==> src/sv/ssf_pkg.sv <==
// Shared types, Q3.20 constants and the rounding multiply for the stereo clip softener.
// No dependencies; every other file except ssf_check imports this package.
package ssf_pkg;

    localparam int DEF_DELAY_DEPTH  = 16;
    localparam int DEF_SAMPLE_WIDTH = 24;

    localparam int CALC_W    = 24;      // working width, holds +-4.0 and every blend
    localparam int COEF_W    = 21;      // unsigned Q0.20 coefficient plus sign bit
    localparam int FRAC      = 20;
    localparam int PROD_W    = CALC_W + COEF_W;
    localparam int SPACING_W = 5;
    localparam int MAX_SPACING = 16;

    typedef logic signed [CALC_W-1:0] calc_t;
    typedef logic signed [COEF_W-1:0] coef_t;
    typedef logic signed [PROD_W-1:0] prod_t;

    localparam longint LIMIT_Q = 64'sd4194304;

    localparam calc_t CLIP_Q      = 24'sd1001382;
    localparam calc_t NEG_CLIP_Q  = -24'sd1001382;
    localparam calc_t HARD_CLIP_Q = 24'sd740107;
    localparam calc_t SOFT_CLIP_Q = 24'sd261275;
    localparam coef_t SOFT_Q      = 21'sd273589;
    localparam coef_t HARD_Q      = 21'sd774987;

    localparam prod_t PROD_RND = prod_t'(1) <<< (FRAC - 1);

    localparam logic [SPACING_W-1:0] SPACING_RESET = 5'd1;

    typedef enum logic [2:0] {
        ST_IDLE,
        ST_KEEP_POS,
        ST_CLIP_POS,
        ST_KEEP_NEG,
        ST_CLIP_NEG
    } ssf_state_t;

    typedef struct packed {
        ssf_state_t phase;
        logic       load;
        logic       advance;
    } ssf_ctrl_t;

    // Product rounded half up, then floor shift by FRAC.
    function automatic calc_t mul_q(input calc_t a, input coef_t c);
        prod_t p;
        p = a * c + PROD_RND;
        return p[FRAC+CALC_W-1:FRAC];
    endfunction

endpackage

==> src/sv/stereo_clip_softener.sv <==
// Top level of the stereo clip softener: stream handshake, sequencer, spacing register.
// Depends on ssf_pkg and ssf_chan (which uses ssf_cell).
//
// Usage:
//   s_* carries one stereo frame per beat, m_* one delayed softened frame per beat;
//   tdata packs left in the low SAMPLE_WIDTH bits and right above it.
//   cfg_wen/cfg_wdata write the spacing register (delay stages, 1 to 16); write it
//   only while the block is idle.
//   Each accepted frame runs four phases on one constant multiplier per channel
//   (positive kept update, positive clip, negative kept update, negative clip)
//   after the accept cycle; no new frame is accepted until the last phase ends.
//   The result is registered at the end of the last phase, where m_tvalid is set.
//   The delay line is a row of cells per channel that advances once per frame;
//   the output is the value leaving stage 0 after the kept updates, so with spacing 1
//   each result is built from the previous frame's processed sample.
//   Reset clears the delay cells, clip flags and output valid, and sets spacing to 1.
//   When the receiver stalls, the finished beat holds on m_tdata, the next frame is
//   still accepted and processed, and it waits in its last phase until the output
//   register frees.
module stereo_clip_softener #(
    parameter int DELAY_DEPTH  = ssf_pkg::DEF_DELAY_DEPTH,
    parameter int SAMPLE_WIDTH = ssf_pkg::DEF_SAMPLE_WIDTH,
    localparam int DATA_W      = ((2 * SAMPLE_WIDTH + 7) / 8) * 8
) (
    input  logic                            clk,
    input  logic                            rst_n,
    input  logic                            cfg_wen,
    input  logic [ssf_pkg::SPACING_W-1:0]   cfg_wdata,
    input  logic                            s_tvalid,
    output logic                            s_tready,
    input  logic [DATA_W-1:0]               s_tdata,   // left_sample, right_sample, zero pad
    output logic                            m_tvalid,
    input  logic                            m_tready,
    output logic [DATA_W-1:0]               m_tdata    // left_out, right_out, zero pad
);
    import ssf_pkg::*;

    localparam int IDXW = (DELAY_DEPTH > 1) ? $clog2(DELAY_DEPTH) : 1;
    localparam int LIM  = (MAX_SPACING < DELAY_DEPTH) ? MAX_SPACING : DELAY_DEPTH;

    ssf_state_t state_reg, state_next;
    logic [SPACING_W-1:0] spacing_reg, spacing_next;
    logic m_valid_reg, m_valid_next;
    logic [IDXW-1:0] last_idx;
    ssf_ctrl_t ctrl;
    logic signed [SAMPLE_WIDTH-1:0] left_out, right_out;

    always_comb
    begin
        if (spacing_reg == '0)
            last_idx = '0;
        else if (spacing_reg > SPACING_W'(LIM))
            last_idx = IDXW'(LIM - 1);
        else
            last_idx = IDXW'(spacing_reg - 1'b1);
    end

    // Next state
    always_comb
    begin
        state_next = state_reg;
        unique case (state_reg)
            ST_IDLE:
            begin
                if (s_tvalid)
                    state_next = ST_KEEP_POS;
            end
            ST_KEEP_POS: state_next = ST_CLIP_POS;
            ST_CLIP_POS: state_next = ST_KEEP_NEG;
            ST_KEEP_NEG: state_next = ST_CLIP_NEG;
            ST_CLIP_NEG:
            begin
                if (!m_valid_reg || m_tready)
                    state_next = ST_IDLE;
            end
            default: state_next = ST_IDLE;
        endcase
    end

    // Outputs of the sequencer
    always_comb
    begin
        ctrl.phase   = state_reg;
        ctrl.load    = 1'b0;
        ctrl.advance = 1'b0;
        s_tready     = 1'b0;
        unique case (state_reg)
            ST_IDLE:
            begin
                s_tready  = 1'b1;
                ctrl.load = s_tvalid;
            end
            ST_CLIP_NEG:
            begin
                ctrl.advance = !m_valid_reg || m_tready;
            end
            ST_KEEP_POS, ST_CLIP_POS, ST_KEEP_NEG:
            begin
            end
            default:
            begin
            end
        endcase
    end

    always_comb
    begin
        m_valid_next = m_valid_reg;
        if (ctrl.advance)
            m_valid_next = 1'b1;
        else if (m_tready)
            m_valid_next = 1'b0;
        spacing_next = cfg_wen ? cfg_wdata : spacing_reg;
    end

    always_ff @(posedge clk or negedge rst_n)
    begin
        if (!rst_n)
        begin
            state_reg   <= ST_IDLE;
            m_valid_reg <= 1'b0;
            spacing_reg <= SPACING_RESET;
        end
        else
        begin
            state_reg   <= state_next;
            m_valid_reg <= m_valid_next;
            spacing_reg <= spacing_next;
        end
    end

    ssf_chan #(
        .DELAY_DEPTH  (DELAY_DEPTH),
        .SAMPLE_WIDTH (SAMPLE_WIDTH),
        .IDXW         (IDXW)
    ) u_left (
        .clk        (clk),
        .rst_n      (rst_n),
        .ctrl       (ctrl),
        .last_idx   (last_idx),
        .sample_in  (s_tdata[SAMPLE_WIDTH-1:0]),
        .sample_out (left_out)
    );

    ssf_chan #(
        .DELAY_DEPTH  (DELAY_DEPTH),
        .SAMPLE_WIDTH (SAMPLE_WIDTH),
        .IDXW         (IDXW)
    ) u_right (
        .clk        (clk),
        .rst_n      (rst_n),
        .ctrl       (ctrl),
        .last_idx   (last_idx),
        .sample_in  (s_tdata[2*SAMPLE_WIDTH-1:SAMPLE_WIDTH]),
        .sample_out (right_out)
    );

    assign m_tvalid = m_valid_reg;
    assign m_tdata  = DATA_W'({right_out, left_out});

endmodule

==> src/sv/ssf_cell.sv <==
// One stage of a channel's delay line: shifts from its upper neighbor or takes the new sample.
// Depends on ssf_pkg.
module ssf_cell #(
    parameter int IDX  = 0,
    parameter int IDXW = 4
) (
    input  logic              clk,
    input  logic              rst_n,
    input  logic              advance,
    input  logic [IDXW-1:0]   last_idx,
    input  ssf_pkg::calc_t    from_next,
    input  ssf_pkg::calc_t    new_val,
    output ssf_pkg::calc_t    q
);
    import ssf_pkg::*;

    localparam logic [IDXW-1:0] MY_IDX = IDXW'(IDX);

    calc_t q_reg;
    calc_t q_next;

    always_comb
    begin
        q_next = q_reg;
        if (advance)
        begin
            if (MY_IDX < last_idx)
                q_next = from_next;
            else if (MY_IDX == last_idx)
                q_next = new_val;
        end
    end

    always_ff @(posedge clk or negedge rst_n)
    begin
        if (!rst_n)
            q_reg <= '0;
        else
            q_reg <= q_next;
    end

    assign q = q_reg;

endmodule

==> src/sv/ssf_chan.sv <==
// One channel: clamp, four-step soft clip recovery on a shared multiplier, delay row of cells.
// Depends on ssf_pkg and ssf_cell.
module ssf_chan #(
    parameter int DELAY_DEPTH  = ssf_pkg::DEF_DELAY_DEPTH,
    parameter int SAMPLE_WIDTH = ssf_pkg::DEF_SAMPLE_WIDTH,
    parameter int IDXW         = 4
) (
    input  logic                           clk,
    input  logic                           rst_n,
    input  ssf_pkg::ssf_ctrl_t             ctrl,
    input  logic [IDXW-1:0]                last_idx,
    input  logic signed [SAMPLE_WIDTH-1:0] sample_in,
    output logic signed [SAMPLE_WIDTH-1:0] sample_out
);
    import ssf_pkg::*;

    localparam int EW = (SAMPLE_WIDTH > CALC_W) ? SAMPLE_WIDTH : CALC_W;
    localparam longint SMAX = (longint'(1) <<< (SAMPLE_WIDTH - 1)) - 1;
    localparam longint HI_L = (SMAX < LIMIT_Q) ? SMAX : LIMIT_Q;
    localparam longint LO_L = ((-SMAX - 1) > -LIMIT_Q) ? (-SMAX - 1) : -LIMIT_Q;
    localparam logic signed [EW-1:0] HI_E = EW'(HI_L);
    localparam logic signed [EW-1:0] LO_E = EW'(LO_L);
    localparam calc_t HI_C = calc_t'(HI_L);
    localparam calc_t LO_C = calc_t'(LO_L);

    function automatic calc_t sat_c(input calc_t v);
        if (v > HI_C)
            return HI_C;
        if (v < LO_C)
            return LO_C;
        return v;
    endfunction

    calc_t x_reg, x_next;
    calc_t kept_reg, kept_next;
    logic  was_pos_reg, was_pos_next;
    logic  was_neg_reg, was_neg_next;
    logic signed [SAMPLE_WIDTH-1:0] out_reg, out_next;

    logic signed [EW-1:0] in_ext;
    calc_t in_sat;
    calc_t mul_a, add_c, mul_r, new_val, kept_sat;
    coef_t mul_c;
    logic  x_lt_kept, x_gt_kept, clip_pos, clip_neg;
    logic signed [EW-1:0] kept_ext;

    calc_t stage_q  [DELAY_DEPTH];
    calc_t neighbor [DELAY_DEPTH];

    // Clamp the input to the smaller of +-4.0 and the sample range
    always_comb
    begin
        in_ext = EW'(sample_in);
        if (in_ext > HI_E)
            in_sat = HI_C;
        else if (in_ext < LO_E)
            in_sat = LO_C;
        else
            in_sat = in_ext[CALC_W-1:0];
    end

    assign x_lt_kept = x_reg < kept_reg;
    assign x_gt_kept = x_reg > kept_reg;
    assign clip_pos  = x_reg > CLIP_Q;
    assign clip_neg  = x_reg < NEG_CLIP_Q;

    // Operand selection for the one multiplier, one product per phase
    always_comb
    begin
        mul_a = kept_reg;
        mul_c = SOFT_Q;
        add_c = HARD_CLIP_Q;
        unique case (ctrl.phase)
            ST_KEEP_POS:
            begin
                mul_a = x_lt_kept ? x_reg : kept_reg;
                mul_c = x_lt_kept ? SOFT_Q : HARD_Q;
                add_c = x_lt_kept ? HARD_CLIP_Q : SOFT_CLIP_Q;
            end
            ST_CLIP_POS:
            begin
                mul_a = kept_reg;
                mul_c = SOFT_Q;
                add_c = HARD_CLIP_Q;
            end
            ST_KEEP_NEG:
            begin
                mul_a = x_gt_kept ? x_reg : kept_reg;
                mul_c = x_gt_kept ? SOFT_Q : HARD_Q;
                add_c = x_gt_kept ? -HARD_CLIP_Q : -SOFT_CLIP_Q;
            end
            ST_CLIP_NEG:
            begin
                mul_a = kept_reg;
                mul_c = SOFT_Q;
                add_c = -HARD_CLIP_Q;
            end
            default:
            begin
                mul_a = kept_reg;
                mul_c = SOFT_Q;
                add_c = HARD_CLIP_Q;
            end
        endcase
    end

    assign mul_r    = add_c + mul_q(mul_a, mul_c);
    assign new_val  = sat_c(clip_neg ? mul_r : x_reg);
    assign kept_sat = sat_c(kept_reg);
    assign kept_ext = EW'(kept_sat);

    always_comb
    begin
        x_next       = x_reg;
        kept_next    = kept_reg;
        was_pos_next = was_pos_reg;
        was_neg_next = was_neg_reg;
        out_next     = out_reg;
        if (ctrl.load)
        begin
            x_next    = in_sat;
            kept_next = stage_q[0];
        end
        case (ctrl.phase)
            ST_KEEP_POS:
            begin
                if (was_pos_reg)
                    kept_next = mul_r;
            end
            ST_CLIP_POS:
            begin
                was_pos_next = clip_pos;
                if (clip_pos)
                    x_next = mul_r;
            end
            ST_KEEP_NEG:
            begin
                if (was_neg_reg)
                    kept_next = mul_r;
            end
            ST_CLIP_NEG:
            begin
                if (ctrl.advance)
                begin
                    was_neg_next = clip_neg;
                    out_next     = kept_ext[SAMPLE_WIDTH-1:0];
                end
            end
            default:
            begin
            end
        endcase
    end

    always_ff @(posedge clk or negedge rst_n)
    begin
        if (!rst_n)
        begin
            was_pos_reg <= 1'b0;
            was_neg_reg <= 1'b0;
        end
        else
        begin
            was_pos_reg <= was_pos_next;
            was_neg_reg <= was_neg_next;
        end
    end

    always_ff @(posedge clk)
    begin
        x_reg    <= x_next;
        kept_reg <= kept_next;
        out_reg  <= out_next;
    end

    genvar i;
    generate
        for (i = 0; i < DELAY_DEPTH; i++)
        begin : g_stage
            if (i == DELAY_DEPTH - 1)
            begin : g_top
                assign neighbor[i] = new_val;
            end
            else
            begin : g_mid
                assign neighbor[i] = stage_q[i+1];
            end

            ssf_cell #(
                .IDX  (i),
                .IDXW (IDXW)
            ) u_cell (
                .clk       (clk),
                .rst_n     (rst_n),
                .advance   (ctrl.advance),
                .last_idx  (last_idx),
                .from_next (neighbor[i]),
                .new_val   (new_val),
                .q         (stage_q[i])
            );
        end
    endgenerate

    assign sample_out = out_reg;

endmodule

==> config.mk <==
export PLATFORM = sky130hd
export DESIGN_NAME = stereo_clip_softener
export DESIGN_NICKNAME = d
export VERILOG_FILES = /design/src/sv/ssf_pkg.sv /design/src/sv/stereo_clip_softener.sv /design/src/sv/ssf_cell.sv /design/src/sv/ssf_chan.sv
export SDC_FILE = /design/constraint.sdc
export NUM_CORES = 2
export LEC_CHECK = 0
export ABC_AREA = 1
export BUFFER_PORTS_ARGS = -buffer_cell sky130_fd_sc_hd__buf_2
export CORE_UTILIZATION = 59
export CTS_CLUSTER_SIZE = 25
export DETAILED_ROUTE_END_ITERATION = 8
export PLACE_DENSITY_LB_ADDON = 0.08
export SYNTH_ARGS = -nofsm -noshare
export SYNTH_HDL_FRONTEND = slang
export SYNTH_SLANG_ARGS = --single-unit
==> constraint.sdc <==
create_clock -name clk -period 11.4 [get_ports clk]
set_clock_uncertainty 0.15 [all_clocks]
set_input_delay 0.57 -clock clk [delete_from_list [all_inputs] [get_ports clk]]
set_output_delay 0.57 -clock clk [all_outputs]
set_load 0.05 [all_outputs]
After elaboration in Yosys (flattened, before gate mapping)
Index checks and enable logic that the tools add are counted.

Register bits after elaboration: 925. Input port bits: 58. Output and inout port bits: 50. Logic and storage cells: 290.

$add $sub $neg: 5. Multiply operators: 2. Order comparisons: 37. Equal/unequal tests: 21. Multiplexer cells: 140. Reductions and logical operators: 40.

Operators by type and width (count): 24-bit 2-to-1 mux (102); 24-bit case mux with 2 select lines (4); 20-bit 2-to-1 mux (8); 24-bit greater-than comparator, second input constant (6); 24-bit by 23-bit less-than comparator with 1-bit output, second input constant (6); 24-bit case mux with 3 select lines (2); 44-bit by 21-bit adder with 44-bit output, second input constant (2); 24-bit by 21-bit multiplier with 44-bit output (2); 20-bit case mux with 2 select lines (2); 24-bit adder (2); 24-bit by 21-bit greater-than comparator with 1-bit output, second input constant (2); 24-bit greater-than comparator (2); 24-bit by 21-bit less-than comparator with 1-bit output, second input constant (2); 24-bit less-than comparator (2); 2-bit AND reduction (18); 2-bit nonzero test (17); 4-bit equality test, first input constant (8); 4-bit less-than comparator, first input constant (8); 1-bit 2-to-1 mux (17); 3-bit by 4-bit equality test with 1-bit output, first input constant (4); 3-bit by 4-bit less-than comparator with 1-bit output, first input constant (4); 3-bit case mux with 5 select lines (1); 2-bit by 4-bit equality test with 1-bit output, first input constant (2); 1-bit by 4-bit less-than comparator with 1-bit output, first input constant (2); other kinds (15) (20).

Logic depth before layout (Yosys ltp)
Depth after elaboration: 14. Depth in mapped cells: 78. Gate-level depth less buffers: 76.

Modules after synthesis
From an unflattened synthesis, not the netlist that was laid out.

Cells, all modules: 11351. Area total of the unflattened synthesis: 84623.7 µm².

By module, submodules not included: ssf_chan at u_right (instances 1, cells an instance 2541, area an instance 20299.5 µm², seq. area each 1731.7 µm²); ssf_chan at u_left (instances 1, cells an instance 2556, area an instance 20253.2 µm², seq. area each 1731.7 µm²); ssf_cell at u_left.g_stage[6].u_cell ... (instances 2, cells an instance 210, area an instance 1572.8 µm², seq. area each 600.6 µm²); ssf_cell at u_left.g_stage[14].u_cell ... (instances 2, cells an instance 209, area an instance 1436.4 µm², seq. area each 600.6 µm²); ssf_cell at u_left.g_stage[4].u_cell ... (instances 2, cells an instance 207, area an instance 1423.9 µm², seq. area each 600.6 µm²); ssf_cell at u_left.g_stage[0].u_cell ... (instances 2, cells an instance 207, area an instance 1406.3 µm², seq. area each 600.6 µm²); ssf_cell at u_left.g_stage[12].u_cell ... (instances 2, cells an instance 209, area an instance 1405.1 µm², seq. area each 600.6 µm²); ssf_cell at u_left.g_stage[13].u_cell ... (instances 2, cells an instance 207, area an instance 1402.6 µm², seq. area each 600.6 µm²); ssf_cell at u_left.g_stage[8].u_cell ... (instances 2, cells an instance 206, area an instance 1402.6 µm², seq. area each 600.6 µm²); ssf_cell at u_left.g_stage[7].u_cell ... (instances 2, cells an instance 184, area an instance 1362.6 µm², seq. area each 600.6 µm²); ssf_cell at u_left.g_stage[9].u_cell ... (instances 2, cells an instance 187, area an instance 1335.0 µm², seq. area each 600.6 µm²); ssf_cell at u_left.g_stage[10].u_cell ... (instances 2, cells an instance 209, area an instance 1332.5 µm², seq. area each 600.6 µm²); ssf_cell at u_left.g_stage[5].u_cell ... (instances 2, cells an instance 185, area an instance 1330.0 µm², seq. area each 600.6 µm²); ssf_cell at u_left.g_stage[11].u_cell ... (instances 2, cells an instance 188, area an instance 1308.8 µm², seq. area each 600.6 µm²); 5 more rows.

Worst setup path before layout
OpenSTA, ideal clock, no wires.

Path kind: register to register. From: register u_left.kept_reg[23]. To: register u_left.g_stage[10].u_cell.q_reg[4]. Setup time: 66 ps. Data arrival time: 11436 ps. Required time: 11184 ps. Slack: -252 ps. Stages on the path, launching flop included: 61. Period minus slack after synthesis: 11652 ps. Cells stage by stage: dfxtp_1 > inv_1 > ha_1 > a21oi_1 > o21ai_0 > nor2_1 > nand3_1 > nand2_1 > nand2_1 > nand2_1 > nand2_1 > inv_2 > clkbuf_1 > clkbuf_1 > buf_1 > nand2_1 > inv_1 > fa_1 > [... 25 more ...] > a21oi_1 > o21ai_0 > a21oi_1 > o21bai_1 > a21boi_0 > o211ai_1 > xor2_1 > a21oi_1 > nand4_1 > nor2_1 > nand3_1 > nand2_1 > buf_6 > nand2_2 > buf_2 > nand2_1 > nand2_1 > nand2_1.

Longest elaborated chain between the ends: 14. Elaborated cells on any way between the ends: 25. Those cells by class: add/sub (2); mul (1); order compare (4); mux (18).

Ends and longest elaborated chain: start: declaration (RTL line ssf_chan.sv:35) `calc_t kept_reg, kept_next;`; start signal: assignment (RTL line ssf_chan.sv:172) `kept_reg <= kept_next;`; 24-bit greater-than comparator / 24-bit less-than comparator (equally long branches) (RTL line ssf_chan.sv:63, ssf_chan.sv:62); 24-bit 2-to-1 mux, or another cell as far along (RTL line ssf_chan.sv:88) `mul_a = x_gt_kept ? x_reg : kept_reg;`; 24-bit case mux with 2 select lines / 20-bit case mux with 2 select lines (equally long branches) (RTL line ssf_chan.sv:73) `unique case (ctrl.phase)`; 24-bit by 21-bit multiplier with 44-bit output (RTL line ssf_pkg.sv:49) `p = a * c + PROD_RND;`; 44-bit by 21-bit adder with 44-bit output (RTL line ssf_pkg.sv:49); 24-bit adder * (RTL line ssf_chan.sv:107) `assign mul_r = add_c + mul_q(mul_a, mul_c);`; 24-bit 2-to-1 mux * (RTL line ssf_chan.sv:108) `assign new_val = sat_c(clip_neg ? mul_r : x_reg);`; 24-bit by 23-bit less-than comparator with 1-bit output (RTL line ssf_chan.sv:29) `if (v < LO_C)`; 1-bit 2-to-1 mux (2 in series) (RTL line ssf_chan.sv:29); 24-bit 2-to-1 mux (RTL line ssf_chan.sv:31) `return v;`; 24-bit 2-to-1 mux * (RTL line ssf_chan.sv:29); 24-bit 2-to-1 mux * (RTL line ssf_cell.sv:29) `else if (MY_IDX == last_idx)`; 24-bit 2-to-1 mux * (RTL line ssf_cell.sv:27) `if (MY_IDX < last_idx)`; end signal: assignment (RTL line ssf_cell.sv:39) `q_reg <= q_next;`; end: declaration (RTL line ssf_cell.sv:19) `calc_t q_reg;`.

Mark *: on every way between the ends. The rest lies on a longest branch, timed or not. The select of a mux whose other input is x is not followed. A chain may end at the register's enable or synchronous reset.

Final worst setup path
From: register u_right.kept_reg[23]. To: register u_right.g_stage[11].u_cell.q_reg[4].

Longest elaborated chain between the ends: 14. Elaborated cells on any way between the ends: 25. Those cells by class: add/sub (2); mul (1); order compare (4); mux (18).

Ends and longest elaborated chain (RTL line): start: declaration (ssf_chan.sv:35); start signal: assignment (ssf_chan.sv:172); 24-bit greater-than comparator / 24-bit less-than comparator (equally long branches) (ssf_chan.sv:63, ssf_chan.sv:62); 24-bit 2-to-1 mux, or another cell as far along (ssf_chan.sv:88); 24-bit case mux with 2 select lines / 20-bit case mux with 2 select lines (equally long branches) (ssf_chan.sv:73); 24-bit by 21-bit multiplier with 44-bit output (ssf_pkg.sv:49); 44-bit by 21-bit adder with 44-bit output (ssf_pkg.sv:49); 24-bit adder * (ssf_chan.sv:107); 24-bit 2-to-1 mux * (ssf_chan.sv:108); 24-bit by 23-bit less-than comparator with 1-bit output (ssf_chan.sv:29); 1-bit 2-to-1 mux (2 in series) (ssf_chan.sv:29); 24-bit 2-to-1 mux (ssf_chan.sv:31); 24-bit 2-to-1 mux * (ssf_chan.sv:29); 24-bit 2-to-1 mux * (ssf_cell.sv:29); 24-bit 2-to-1 mux * (ssf_cell.sv:27); end signal: assignment (ssf_cell.sv:39); end: declaration (ssf_cell.sv:19).

Marks and branches as above.

==> impl_metrics.yaml <==
grt:
  track_usage_pct: 39.0
  grt_pass1_wl_um: 399000
  grt_pass1_vias: 70500
  antenna_found_initial: 2
  gr-total-overflow: 0
  grt_max_degree: 187
yosys:
  synth.distinct_cells: 66
  netlist_instances: 10200
  ys_async_sr_fraction_pct: 84.4
  ys_seq_area_share_pct: 29.5
  synth_edf_count: 48
  synth_top_area_share_pct: 25.1
  ys_warn_count: 0
  ys.flop_type: "dfrtp_1"
  synthesis.area_um2: 77700
  avgSynthCellArea_um2: 7.60
  synth_area_leaders: "dfrtp_1 25%, fa_1 20%, nand2_1 15%"
  synth_seq_cells: 925
  synth_top_area_cell: "dfrtp_1"
drt:
  vias_per_cell: 5.48
  num_vias: 71800
  met2_length_um: 118000
  routed.top_layer: "met5"
  drtPass1Iterations: 6
  wl_met3_um: 24800
  drt-met1-wl_um: 109000
  drt-initial-drc-count: 7669
  drt-total-wl_um: 263000
  remaining_drc_errors: 0
  wire_per_inst_um: 20.1
  detail-route-antenna-nets: 0
outcome:
  violations: "setup timing"
  status: "finished, violations left"
cts:
  clk_pin_slew_ns: 0.06
  cts_root_buffer: "clkbuf_16"
  cts_buffer_depth: 3
  cts_tree: "done"
  numCtsBuffers: 99
  cts_num_sinks: 925
  h-tree-depth: 3
  clk_latency_ns: 0.75
sta:
  setup_viol: 429
  worstMarginPinSlew_ns: 1.25
  min_period_ns: 11.64
  maxSlewViolCount: 0
  rsz0062_at_grt: "yes"
  whs_ns: 0.102
  max_freq_ghz: 0.0859
  hold_viol_final: 0
  min_period_over_period_pct: 102
  maxSlewHeadroom_pct: 16.6
  finalWorstSetupSlack_ns: -0.238
worst_hold_path:
  hp-class: "in2reg"
critical_path:
  crit_slowest_cell: "fa_1"
  critPathCaptureType: "register"
  crit_buf_inv: 21
  critPathKind: "reg2reg"
  slowest_delay_ns: 0.54
  critPathMostFrequentCell: "buf_4"
  required_ns: 11.90
  crit_family: "adder cells"
  cp.arrival_ns: 12.13
  startpoint_type: "register"
  cp_max_fo: 8
floorplan:
  io_pins: 108
  dieHeight_um: 365
  row_count: 132
  dieArea_um2: 133000
  core_area_um2: 130000
  initial_utilization_pct: 59.7
  fp.dieW_um: 365
flow_run:
  max_cap_viol_count: 0
placement:
  placed_cell_area_um2: 87300
  gp_congestion: 1.05
  io_buffers: 107
  dp.final_hpwl_um: 189000
final_layout:
  design_area_um2: 95900
  nFillCells: 10100
  nets: 12500
  drive_gt1_share_pct: 19.8
  syn_to_final_growth_pct: 23.4
[cells in the final DEF, fill, tap and decap left out, types with 37 or more instances in the layout]
master	instances
o211ai_1	42
a21oi_2	48
nor2_1	1258
inv_1	1585
xor2_1	77
dfrtp_1	780
o21bai_1	50
edfxtp_1	48
nand4_1	47
o21ai_1	64
dfxtp_1	70
a21oi_1	259
o22ai_1	37
nand3_1	92
ha_1	341
o21a_1	95
buf_12	44
nand2_1	2924
buf_4	1138
inv_2	103
buf_2	107
fa_1	737
buf_6	47
nand2_4	75
clkbuf_16	108
nand2_8	39
o21ai_0	388
nand2_2	159
ha_4	57
[Yosys cell counts, types with 16 or more instances]
cell,instances
o21bai_1,56
xor2_1,87
inv_1,1684
nor3_1,25
clkbuf_1,337
ha_1,410
nor2_1,1305
dfxtp_1,96
o21a_1,95
nand3_1,102
xnor2_1,37
o22ai_1,37
fa_1,768
a21oi_1,314
o21ai_0,459
dfrtp_1,780
nor4_1,27
edfxtp_1,48
a31oi_1,16
nand2_1,3125
buf_2,41
inv_2,19
o211ai_1,42
o21ai_1,40
buf_1,36
nand2_2,37
nand4_1,47
[what timing repair did]
item                                    in CTS  in global routing
endpoints found under the hold margin       88                  0
setup buffers                               55                 96
endpoints found under the setup margin     779                773
pin swaps                                  105                273
gates cloned                                13                 18
hold buffers                                15                  0
gates resized for setup                    291                626
[area by class of cell]
type                       instances  area [um^2]  share of cell area, %
clock buffer                     153         2950                   3.08
clock inverter                    25          350                  0.365
inverter                        1709         6440                   6.72
tap                             1742         2180                   2.27
timing repair buffer            1366        11000                   11.5
multi-input combinational       7187        50000                   52.2
antenna                            1         2.50                0.00261
sequential                       925        22900                   23.9
[worst min-delay path, cell delays in order]
cell,delay [ns]
buf_2,0.17
o221ai_1,0.13
inv_1,0.06
[per-layer routing]
metal	vias to the layer above	GRT usage (%)
met1	34900	55.2
met5	-	0
met4	2	13.8
met2	3347	60.9
li1	33000	-
met3	537	6.47
[cell families (layout without fill, tap and decap cells)]
group	count (synthesis)	count (layout)	share of synthesized area (%)
simple gates	4720	4736	23.8
buf+inv	2144	3253	10.6
fa+ha+maj	1178	1178	26.4
compound gates	1129	1129	8.27
flops	925	925	29.5
xor+xnor	127	127	1.47
other cells	2	17	0.00966
mux	1	1	0.0129
[worst paths after layout]
path / startpoint / end / slack [ns] / depth (start not counted)
min reg2reg: u_right.g_stage[8].u_cell.q[23]$_DFFE_PN0P_ / u_right.g_stage[8].u_cell.q[23]$_DFFE_PN0P_ / 0.33 / 2
max: u_right.kept_reg[23]$_DFF_P_ / u_right.g_stage[11].u_cell.q[4]$_DFFE_PN0P_ / -0.24 / 64
min: s_tvalid / state_reg[0]$_DFFE_PN0P_ / 0.10 / 3
max in group asynchronous: rst_n / u_right.g_stage[1].u_cell.q[11]$_DFFE_PN0P_ / 8.31 / 4
min in group asynchronous: rst_n / u_left.g_stage[4].u_cell.q[0]$_DFFE_PN0P_ / 0.29 / 2
max reg2reg: u_right.kept_reg[23]$_DFF_P_ / u_right.g_stage[11].u_cell.q[4]$_DFFE_PN0P_ / -0.24 / 64
[per-stage QoR]
stage	setup WS [ns]	utilization, %	setup TNS, ns	cells
after floorplan	0.0175	-	0	10200
after global placement	-1.10	67.1	-536.54	12700
after detailed placement	-1.22	67.1	-648.90	12700
after CTS	-0.0225	71.0	-0.0470	13000
after global routing	-0.727	73.7	-367.45	13100
final	-0.238	73.7	-44.20	13100
Power is left out: the tool's default activity adds up to more than one toggle a clock period on the data nets, which glitch-free logic cannot reach.
